===== config.mk =====
export PLATFORM = sky130hd
export DESIGN_NAME = range_reading_grid_map_update_top
export DESIGN_NICKNAME = d
export VERILOG_FILES = /design/src/rtl/rrgm_pkg.sv /design/src/rtl/rrgm_ctrl.sv /design/src/rtl/rrgm_dp.sv /design/src/rtl/range_reading_grid_map_update_top.sv
export SDC_FILE = /design/constraint.sdc
export NUM_CORES = 2
export LEC_CHECK = 0
export ABC_CLOCK_PERIOD_IN_PS = 17100
export BUFFER_PORTS_ARGS = -buffer_cell sky130_fd_sc_hd__buf_2
export CORE_UTILIZATION = 30
export DETAILED_ROUTE_END_ITERATION = 16
export HOLD_SLACK_MARGIN = 0.03
export PLACE_DENSITY = 0.46
export SYNTH_ARGS = -nofsm -noshare
export SYNTH_HDL_FRONTEND = slang
export SYNTH_SLANG_ARGS = --single-unit

===== constraint.sdc =====
create_clock -name clk -period 17.1 [get_ports clk]
set_clock_uncertainty 0.15 [all_clocks]
set_input_delay 3.42 -clock clk [delete_from_list [all_inputs] [get_ports clk]]
set_output_delay 3.42 -clock clk [all_outputs]
set_load 0.005 [all_outputs]

===== src/rtl/rrgm_pkg.sv =====
// ----------------------------------------------------------------------------
// rrgm_pkg
// Types and constants shared by the grid map update controller and datapath.
// ----------------------------------------------------------------------------
`default_nettype none

package rrgm_pkg;

    localparam int unsigned CFG_IDX_W = 4;
    localparam int unsigned CFG_DATA_W = 8;

    localparam logic [CFG_IDX_W-1:0] REG_FIRST_THRESHOLD = 4'd0;
    localparam logic [CFG_IDX_W-1:0] REG_BAND_WIDTH = 4'd1;

    localparam logic [CFG_DATA_W-1:0] FIRST_THRESHOLD_RST = 8'd35;
    localparam logic [CFG_DATA_W-1:0] BAND_WIDTH_RST = 8'd40;

    localparam logic OP_UPDATE = 1'b0;
    localparam logic OP_READ = 1'b1;

    localparam logic [1:0] HEAD_UP = 2'd0;
    localparam logic [1:0] HEAD_DOWN = 2'd1;
    localparam logic [1:0] HEAD_LEFT = 2'd2;
    localparam logic [1:0] HEAD_RIGHT = 2'd3;

    // signed cell coordinate while walking along a heading
    localparam int unsigned COORD_W = 8;
    typedef logic signed [COORD_W-1:0] coord_t;

    typedef enum logic [2:0] {
        ST_CLEAR,
        ST_IDLE,
        ST_QUANT,
        ST_WALK,
        ST_READ,
        ST_DONE
    } state_t;

    typedef struct packed {
        logic load;
        logic clr_step;
        logic quant_step;
        logic walk_step;
        logic rd_issue;
    } ctrl_cmd_t;

    typedef struct packed {
        logic clr_last;
        logic quant_stop;
        logic walk_last;
    } dp_stat_t;

    function automatic coord_t step_dx(input logic [1:0] h);
        coord_t r;
        case (h)
            HEAD_LEFT:  r = -coord_t'(1);
            HEAD_RIGHT: r = coord_t'(1);
            default:    r = coord_t'(0);
        endcase
        return r;
    endfunction

    function automatic coord_t step_dy(input logic [1:0] h);
        coord_t r;
        case (h)
            HEAD_UP:   r = coord_t'(1);
            HEAD_DOWN: r = -coord_t'(1);
            default:   r = coord_t'(0);
        endcase
        return r;
    endfunction

endpackage

`default_nettype wire


===== src/rtl/rrgm_ctrl.sv =====
// ----------------------------------------------------------------------------
// rrgm_ctrl
// Sequencer: clearing pass, quantization, cell walk, cell read, result.
// ----------------------------------------------------------------------------
`default_nettype none

module rrgm_ctrl import rrgm_pkg::*;
(
    input  wire logic      clk,
    input  wire logic      rst_n,
    input  wire logic      start,
    input  wire logic      op,
    input  wire dp_stat_t  stat,
    output ctrl_cmd_t      cmd,
    output logic           busy,
    output logic           done
);

    state_t state_reg;
    state_t state_next;

    always_ff @(posedge clk or negedge rst_n)
    begin
        if (!rst_n)
        begin
            state_reg <= ST_CLEAR;
        end
        else
        begin
            state_reg <= state_next;
        end
    end

    always_comb
    begin
        state_next = state_reg;
        case (state_reg)
            ST_CLEAR:
            begin
                if (stat.clr_last)
                    state_next = ST_IDLE;
            end
            ST_IDLE:
            begin
                if (start)
                    state_next = (op == OP_READ) ? ST_READ : ST_QUANT;
            end
            ST_QUANT:
            begin
                if (stat.quant_stop)
                    state_next = ST_WALK;
            end
            ST_WALK:
            begin
                if (stat.walk_last)
                    state_next = ST_DONE;
            end
            ST_READ:  state_next = ST_DONE;
            ST_DONE:  state_next = ST_IDLE;
            default:  state_next = ST_CLEAR;
        endcase
    end

    always_comb
    begin
        cmd            = '0;
        cmd.load       = (state_reg == ST_IDLE) && start;
        cmd.clr_step   = (state_reg == ST_CLEAR);
        cmd.quant_step = (state_reg == ST_QUANT) && !stat.quant_stop;
        cmd.walk_step  = (state_reg == ST_WALK);
        cmd.rd_issue   = (state_reg == ST_READ);
        busy           = (state_reg != ST_IDLE);
        done           = (state_reg == ST_DONE);
    end

endmodule

`default_nettype wire


===== src/rtl/rrgm_dp.sv =====
// ----------------------------------------------------------------------------
// rrgm_dp
// Datapath: config registers, band quantizer, cell walker and the map memory.
// ----------------------------------------------------------------------------
`default_nettype none

module rrgm_dp import rrgm_pkg::*;
#(
    parameter int unsigned GRID_W    = 16,
    parameter int unsigned GRID_H    = 16,
    parameter int unsigned MAX_REACH = 7
)
(
    input  wire logic                  clk,
    input  wire logic                  rst_n,
    input  wire ctrl_cmd_t             cmd,
    output dp_stat_t                   stat,
    input  wire logic                  cfg_we,
    input  wire logic [CFG_IDX_W-1:0]  cfg_index,
    input  wire logic [CFG_DATA_W-1:0] cfg_data,
    input  wire logic                  op,
    input  wire logic [3:0]            pos_x,
    input  wire logic [3:0]            pos_y,
    input  wire logic [1:0]            heading,
    input  wire logic [7:0]            distance,
    output logic [3:0]                 wall_bits,
    output logic [3:0]                 seen_bits,
    output logic [2:0]                 reach,
    output logic                       wall_recorded
);

    localparam int unsigned DEPTH  = GRID_W * GRID_H;
    localparam int unsigned ADDR_W = $clog2(DEPTH);
    localparam int unsigned NW     = $clog2(MAX_REACH + 1);
    localparam int unsigned KW     = $clog2(MAX_REACH + 2);
    localparam int unsigned THR_W  = CFG_DATA_W + NW;
    localparam coord_t GW_S = coord_t'(GRID_W);
    localparam coord_t GH_S = coord_t'(GRID_H);

    logic [CFG_DATA_W-1:0] thr1_reg;
    logic [CFG_DATA_W-1:0] bw_reg;

    logic                  op_reg;
    logic [1:0]            head_reg;
    logic [7:0]            dist_reg;
    coord_t                cur_x_reg;
    coord_t                cur_y_reg;
    logic [NW-1:0]         n_reg;
    logic [THR_W-1:0]      thr_reg;
    logic [KW-1:0]         k_reg;

    logic                  pend_reg;
    logic [ADDR_W-1:0]     pend_addr_reg;
    logic [KW-1:0]         pend_k_reg;

    logic [ADDR_W-1:0]     clr_addr_reg;

    logic [7:0]            mem [DEPTH];
    logic [7:0]            rdata_reg;

    logic                  in_grid;
    logic [ADDR_W-1:0]     cur_addr;
    logic                  k_live;
    logic [3:0]            fwd_bit;
    logic [3:0]            back_bit;
    logic                  wall_en;
    logic [3:0]            seen_mask;
    logic [3:0]            wall_mask;
    logic                  mem_we;
    logic [ADDR_W-1:0]     mem_waddr;
    logic [7:0]            mem_wdata;
    logic                  mem_re;

    // config registers
    always_ff @(posedge clk or negedge rst_n)
    begin
        if (!rst_n)
        begin
            thr1_reg <= FIRST_THRESHOLD_RST;
            bw_reg   <= BAND_WIDTH_RST;
        end
        else if (cfg_we)
        begin
            case (cfg_index)
                REG_FIRST_THRESHOLD: thr1_reg <= cfg_data;
                REG_BAND_WIDTH:      bw_reg <= cfg_data;
                default:             ;
            endcase
        end
    end

    always_comb
    begin
        in_grid  = !cur_x_reg[COORD_W-1] && !cur_y_reg[COORD_W-1]
                   && (cur_x_reg < GW_S) && (cur_y_reg < GH_S);
        cur_addr = ADDR_W'(int'(cur_y_reg) * int'(GRID_W) + int'(cur_x_reg));
        k_live   = (k_reg <= KW'(n_reg));
        fwd_bit  = 4'b0001 << head_reg;
        back_bit = 4'b0001 << (head_reg ^ 2'b01);
        wall_en  = (n_reg < NW'(MAX_REACH));
        seen_mask = ((pend_k_reg < KW'(n_reg)) ? fwd_bit : 4'b0000)
                  | ((pend_k_reg != '0) ? back_bit : 4'b0000);
        wall_mask = 4'b0000;
        if (wall_en)
        begin
            wall_mask = (((pend_k_reg + KW'(1)) == KW'(n_reg)) ? fwd_bit : 4'b0000)
                      | ((pend_k_reg == KW'(n_reg)) ? back_bit : 4'b0000);
        end

        stat.clr_last   = (clr_addr_reg == ADDR_W'(DEPTH - 1));
        stat.quant_stop = (n_reg >= NW'(MAX_REACH)) || (THR_W'(dist_reg) <= thr_reg);
        stat.walk_last  = !k_live;

        mem_we    = cmd.clr_step || (cmd.walk_step && pend_reg);
        mem_waddr = cmd.clr_step ? clr_addr_reg : pend_addr_reg;
        mem_wdata = cmd.clr_step ? 8'h00 : (rdata_reg | {wall_mask, seen_mask});
        mem_re    = in_grid && (cmd.rd_issue || (cmd.walk_step && k_live));
    end

    // item, quantizer and walker state
    always_ff @(posedge clk)
    begin
        if (cmd.load)
        begin
            op_reg    <= op;
            head_reg  <= heading;
            dist_reg  <= distance;
            cur_x_reg <= coord_t'({4'b0000, pos_x});
            cur_y_reg <= coord_t'({4'b0000, pos_y});
            n_reg     <= NW'(1);
            thr_reg   <= THR_W'(thr1_reg);
            k_reg     <= '0;
        end
        else if (cmd.quant_step)
        begin
            n_reg   <= n_reg + NW'(1);
            thr_reg <= thr_reg + THR_W'(bw_reg);
        end
        else if (cmd.walk_step && k_live)
        begin
            cur_x_reg     <= cur_x_reg + step_dx(head_reg);
            cur_y_reg     <= cur_y_reg + step_dy(head_reg);
            k_reg         <= k_reg + KW'(1);
            pend_addr_reg <= cur_addr;
            pend_k_reg    <= k_reg;
        end
    end

    // one cell in flight between memory read and write-back
    always_ff @(posedge clk or negedge rst_n)
    begin
        if (!rst_n)
        begin
            pend_reg     <= 1'b0;
            clr_addr_reg <= '0;
        end
        else
        begin
            if (cmd.load)
                pend_reg <= 1'b0;
            else if (cmd.walk_step)
                pend_reg <= k_live && in_grid;
            if (cmd.clr_step)
                clr_addr_reg <= clr_addr_reg + ADDR_W'(1);
        end
    end

    // map memory: {wall, seen} per cell
    always_ff @(posedge clk)
    begin
        if (mem_we)
            mem[mem_waddr] <= mem_wdata;
        if (mem_re)
            rdata_reg <= mem[cur_addr];
    end

    always_comb
    begin
        if (op_reg == OP_READ)
        begin
            wall_bits     = in_grid ? rdata_reg[7:4] : 4'b0000;
            seen_bits     = in_grid ? rdata_reg[3:0] : 4'b0000;
            reach         = 3'b000;
            wall_recorded = 1'b0;
        end
        else
        begin
            wall_bits     = 4'b0000;
            seen_bits     = 4'b0000;
            reach         = 3'(n_reg);
            wall_recorded = wall_en;
        end
    end

endmodule

`default_nettype wire


===== src/rtl/range_reading_grid_map_update_top.sv =====
// ----------------------------------------------------------------------------
// range_reading_grid_map_update_top
// Grid map of wall and passage-seen bits, updated from range sensor readings.
// ----------------------------------------------------------------------------
// Usage:
//   Command channel: drive op, pos_x, pos_y, heading, distance with start high;
//   the item is taken at the clock edge where start is high and busy is low.
//   op = update marks the passage and the wall seen along the heading;
//   op = read returns one cell's wall and seen bits.
//   Result: done pulses for exactly one cycle with wall_bits, seen_bits,
//   reach and wall_recorded valid in that cycle. The receiver cannot stall,
//   so capture the result while done is high.
//   Flow: an update runs the band quantizer to find its reach n (one band
//   compare per step), then walks the cells along the heading (one map
//   memory read and one write-back per cell, overlapped), then shows done.
//   A read does one map memory read, then shows done. busy stays high until
//   after done, so a new item is taken only once the last one is finished.
//   Reset: rst_n clears the control state, sets first_threshold to 35 and
//   band_width to 40, then a clearing pass zeroes the map one cell a cycle,
//   all GRID_W*GRID_H cells (256 by default), with busy high.
//   Config: write registers through cfg_valid/cfg_ready (always ready) only
//   while the block is idle; index 0 first_threshold, 1 band_width.
// ----------------------------------------------------------------------------
`default_nettype none

module range_reading_grid_map_update_top import rrgm_pkg::*;
#(
    parameter int unsigned GRID_W    = 16,
    parameter int unsigned GRID_H    = 16,
    parameter int unsigned MAX_REACH = 7
)
(
    input  wire logic                  clk,
    input  wire logic                  rst_n,
    // command channel
    input  wire logic                  start,
    output logic                       busy,
    input  wire logic                  op,
    input  wire logic [3:0]            pos_x,
    input  wire logic [3:0]            pos_y,
    input  wire logic [1:0]            heading,
    input  wire logic [7:0]            distance,
    // result
    output logic                       done,
    output logic [3:0]                 wall_bits,
    output logic [3:0]                 seen_bits,
    output logic [2:0]                 reach,
    output logic                       wall_recorded,
    // register write channel
    input  wire logic                  cfg_valid,
    output logic                       cfg_ready,
    input  wire logic [CFG_IDX_W-1:0]  cfg_index,
    input  wire logic [CFG_DATA_W-1:0] cfg_data
);

    ctrl_cmd_t cmd;
    dp_stat_t  stat;
    logic      cfg_we;

    // registers take a write in any cycle
    assign cfg_ready = 1'b1;
    assign cfg_we    = cfg_valid && cfg_ready;

    // sequencer: clearing pass, band search, cell walk, cell read, result strobe
    rrgm_ctrl u_ctrl (
        .clk   (clk),
        .rst_n (rst_n),
        .start (start),
        .op    (op),
        .stat  (stat),
        .cmd   (cmd),
        .busy  (busy),
        .done  (done)
    );

    // datapath: registers, quantizer, walker and the map memory
    rrgm_dp #(
        .GRID_W    (GRID_W),
        .GRID_H    (GRID_H),
        .MAX_REACH (MAX_REACH)
    ) u_dp (
        .clk           (clk),
        .rst_n         (rst_n),
        .cmd           (cmd),
        .stat          (stat),
        .cfg_we        (cfg_we),
        .cfg_index     (cfg_index),
        .cfg_data      (cfg_data),
        .op            (op),
        .pos_x         (pos_x),
        .pos_y         (pos_y),
        .heading       (heading),
        .distance      (distance),
        .wall_bits     (wall_bits),
        .seen_bits     (seen_bits),
        .reach         (reach),
        .wall_recorded (wall_recorded)
    );

endmodule

`default_nettype wire


==> results.md <==
- Status: finished with violations
- Failing checks: design-rule violations
- Clk sinks: between 2k and 2.5k
- Relative slew slack: around 17%
- DRT Wirelength: 227000 µm
- Nets: about 4.3k
- Post-CTS setup buffers: 0
- Cells after synthesis: 4109
- Crit path cell chain: or4_1 -> nor2_1 -> and3_1 -> buf_2
- Fin. max-slew vios: 0
- Die H: ~530 µm
- Crit path required time: around 14000 ps
- Initial DRC count: 3783
- Largest net degree at the start of global routing: 195
- CTS root buf: clkbuf_16
- Setup_tns: 0 ps
- Clk_lat worst skew: 880 ps
- Crit path launch: u_dp.cur_x_reg[6]
- Area leader, netlist: edfxtp_1
- R2R setup slack: roughly 11000 ps
- Placed insts: between 7k and 8k
- # port buffers: 48
- Mapped Nets: between 4k and 5k
- Peak supply drop: between 0.00015 and 0.0002 V
- CTS max path bufs: 3
- Vias per cell: approximately 5.1
- Reg2reg start: u_dp.cur_x_reg[1]
- Post-route clock period utilization: between 30% and 40%
- Hold crit path type: reg2reg
- Hold WS: 304 ps
- Net Switching: between 6000 and 7000 µW
- Sequential share of the synthesized area: about three quarters
- Clock tree from TritonCTS: built
- Share of flip-flops with an asynchronous set or reset: between 1 and 1.5%
- Max Cap Viol: 0
- Worst-path clk slew: approximately 60 ps
- Global-route wire length before repair: around 320000 µm
- CP Max Fanout: 10
- Combinational share of power: between 30% and 40%
- Vias: 41.3k
- Ranking of synthesized cells by area: edfxtp_1 74%, mux4_2 11%, mux4_1 2.3%
- Layout area overhead: 13.4%
- Resize count post-CTS: 0
- Worst Max-Slew Pin Slew: ~1200 ps
- Post-synth top flop: edfxtp_1
- Row count: just under 200
- Clock power frac: 27.4%
- Final setup vio count: 0
- Critical path type: reg2out
- F_max: approximately 160 MHz
- Flop pwr share: between 30% and 40%
- Initial antenna violation count: 5
- RSZ-0062 raised after global routing: no
- Switching Share: between 30% and 40%
- Core Area: 0.280 mm²
- Leak pwr: roughly 0.030 µW
- Final Hold Fails: 0
- #FFs+latches synth: around 2.1k
- Hold_buf cts: 0
- Inserted Clock Buffers: 221
- Width of the die: 533 µm
- DP Wirelength: between 100000 and 150000 µm
- Final worst path period need: roughly 6000 ps
- Vias in the first global route: approximately 42k
- CP max stage delay: 550 ps
- Crit path arrival time: 2570 ps
- Synth unique cells: 78
- Routed Antenna Nets: 0
- Initial DRT Pass Iterations: 13
- Routability cong.: about 0.76
- Syn Area/Cell: 20.6 µm²
- Starting density of the core: about 30%
- Post-synth EDFFs: around 2.1k
- Max FFs per register: about 2k
- Final Non-Filler Cells: 8157
- Detailed-route DRC error count: 3
- Startpoint class of the critical path: flop
- Crit. End Element: primary output
- Io pins: 50
- Netlist Area Pre-Place: ~0.084 mm²
- Cell Area, Placed: between 0.08 and 0.09 mm²
- Synth top area share: about three quarters
- Cell Int Power: 11400 µW
- Hold path startpoint: u_dp.thr_reg[9]
- Fin area: 0.0958 mm²
- H-tree lvl count: 4
- Die area: ~0.28 mm²
- Gr ovfl total: 0
- GR Util All Layers: 15.8%
- Syn. warnings: 0
- Share of post-route cells with drive strength above 1: approximately a fifth
- Avg WL per Cell: approximately 28 µm
- Pwr Density: between 150 and 200 mW/mm²
- Worst path slowest cell: or4_1
## worst max-delay path: cells and delay by family (launching register included)
kind,cells,cell delay (ps)
AND/OR/NAND/NOR,3,1260
flip-flops,1,340
buffers and inverters,1,110
## path summary, 6_finish.rpt
path | end | cells past startpoint
setup / recovery | seen_bits[0] | 4
hold / removal | u_dp.thr_reg[9] | 1
setup reg to reg | u_dp.rdata_reg[0] | 9
hold reg to reg | u_dp.thr_reg[9] | 1
max in group asynchronous | u_dp.bw_reg[6] | 1
min in group asynchronous | u_ctrl.state_reg[2] | 1
## synth_stat cells (7+ instances only)
cell / count
mux4_1: 75
nand2b_1: 9
nor2_1: 322
o31ai_1: 9
buf_6: 33
a21oi_1: 81
inv_1: 40
nor3_1: 23
nor2b_1: 10
mux2i_1: 42
buf_12: 13
buf_8: 12
o22ai_1: 157
a22o_1: 14
o21ai_0: 34
nand2_1: 116
xnor2_1: 13
nand3_1: 33
and3_1: 13
clkbuf_1: 79
clkbuf_8: 12
dfxtp_1: 18
o221ai_1: 7
mux2_2: 16
ha_1: 45
nand3b_1: 10
nor4_1: 39
mux4_2: 418
buf_2: 60
nand4_1: 8
edfxtp_1: 2095
dfrtp_1: 23
or4_1: 9
buf_4: 10
a22oi_1: 75
xor2_1: 14
or3_1: 9
## layout by cell type, fill, tap and decap left out, types with 9 or more instances in the layout
cell type  netlist  layout
a21oi_1         81      81
a22o_1          14      14
a22oi_1         75      75
and3_1          13      13
buf_2           60      48
buf_4           10      93
bufinv_16        0      23
clkbuf_1        79      47
clkbuf_16        0     222
clkinv_1         1      49
clkinv_2         0      40
dfrtp_1         23      23
dfxtp_1         18      18
edfxtp_1      2095    2095
ha_1            45      45
inv_1           40      40
mux2_2          16      16
mux2i_1         42      42
mux4_1          75      75
mux4_2         418     418
nand2_1        116     102
nand2_2          0      14
nand2b_1         9       9
nand3_1         33      32
nand3b_1        10      10
nor2_1         322     314
nor3_1          23      23
nor4_1          39      39
o21ai_0         34      29
o21ai_1          4       9
o22ai_1        157     157
o31ai_1          9       9
or4_1            9       9
xnor2_1         13      13
xor2_1          14      14
## final cells by class
class | instances | area (µm²)
multi-input cells | 1701 | 18800
clock inverters | 133 | 1400
inverters | 41 | 154
clock buffers | 269 | 5730
fillers | 26288 | 184000
well taps | 3724 | 4660
diodes | 1 | 2.50
flip-flops and latches | 2141 | 64000
repair buffers | 147 | 1060
## routing by layer
metal	vias to the layer above	share of wire, %	track usage [%]
li1	17431	-	-
met1	22524	46	22.6
met2	1087	47	25.1
met3	274	4.9	2.40
met4	2	1.9	3.78
met5	-	0.0057	0
## per-stage QoR
| stage | setup slack, ps | utilization (%) | power, µW |
|---|---|---|---|
| final | 10960 | 34.2 | 17400 |
| after detailed placement | 11180 | 31.7 | 12900 |
| after global placement | 11240 | 31.7 | 12800 |
| after global routing | 10810 | 34.2 | 18100 |
| after floorplan | 8280 | - | 10800 |
| after CTS | 10870 | 34.2 | 17600 |
## logic make-up (layout without fill, tap and decap cells)
| kind of cell | Yosys count | count (layout) | share of synthesized area [%] |
|---|---|---|---|
| compound gates | 441 | 441 | 3.44 |
| other cells | 1 | 2 | 0.00444 |
| xor+xnor | 27 | 27 | 0.280 |
| flops | 2141 | 2141 | 75.7 |
| mux | 551 | 551 | 14.2 |
| buf+inv | 267 | 590 | 2.19 |
| simple gates | 632 | 632 | 3.41 |
| fa+ha+maj | 49 | 49 | 0.761 |
## power groups by stage
| stage | logic [µW] | registers, µW | clock network [µW] |
|---|---|---|---|
| 6_report | 5720 | 6930 | 4790 |
| 4_1_cts | 5810 | 6930 | 4900 |
| 3_5_place_dp | 5810 | 7040 | 0 |
| 2_1_floorplan | 3550 | 7240 | 0 |
| 3_3_place_gp | 5750 | 7040 | 0 |
| 5_1_grt | 6070 | 6940 | 5070 |
Power figures use the tool's default switching activity.
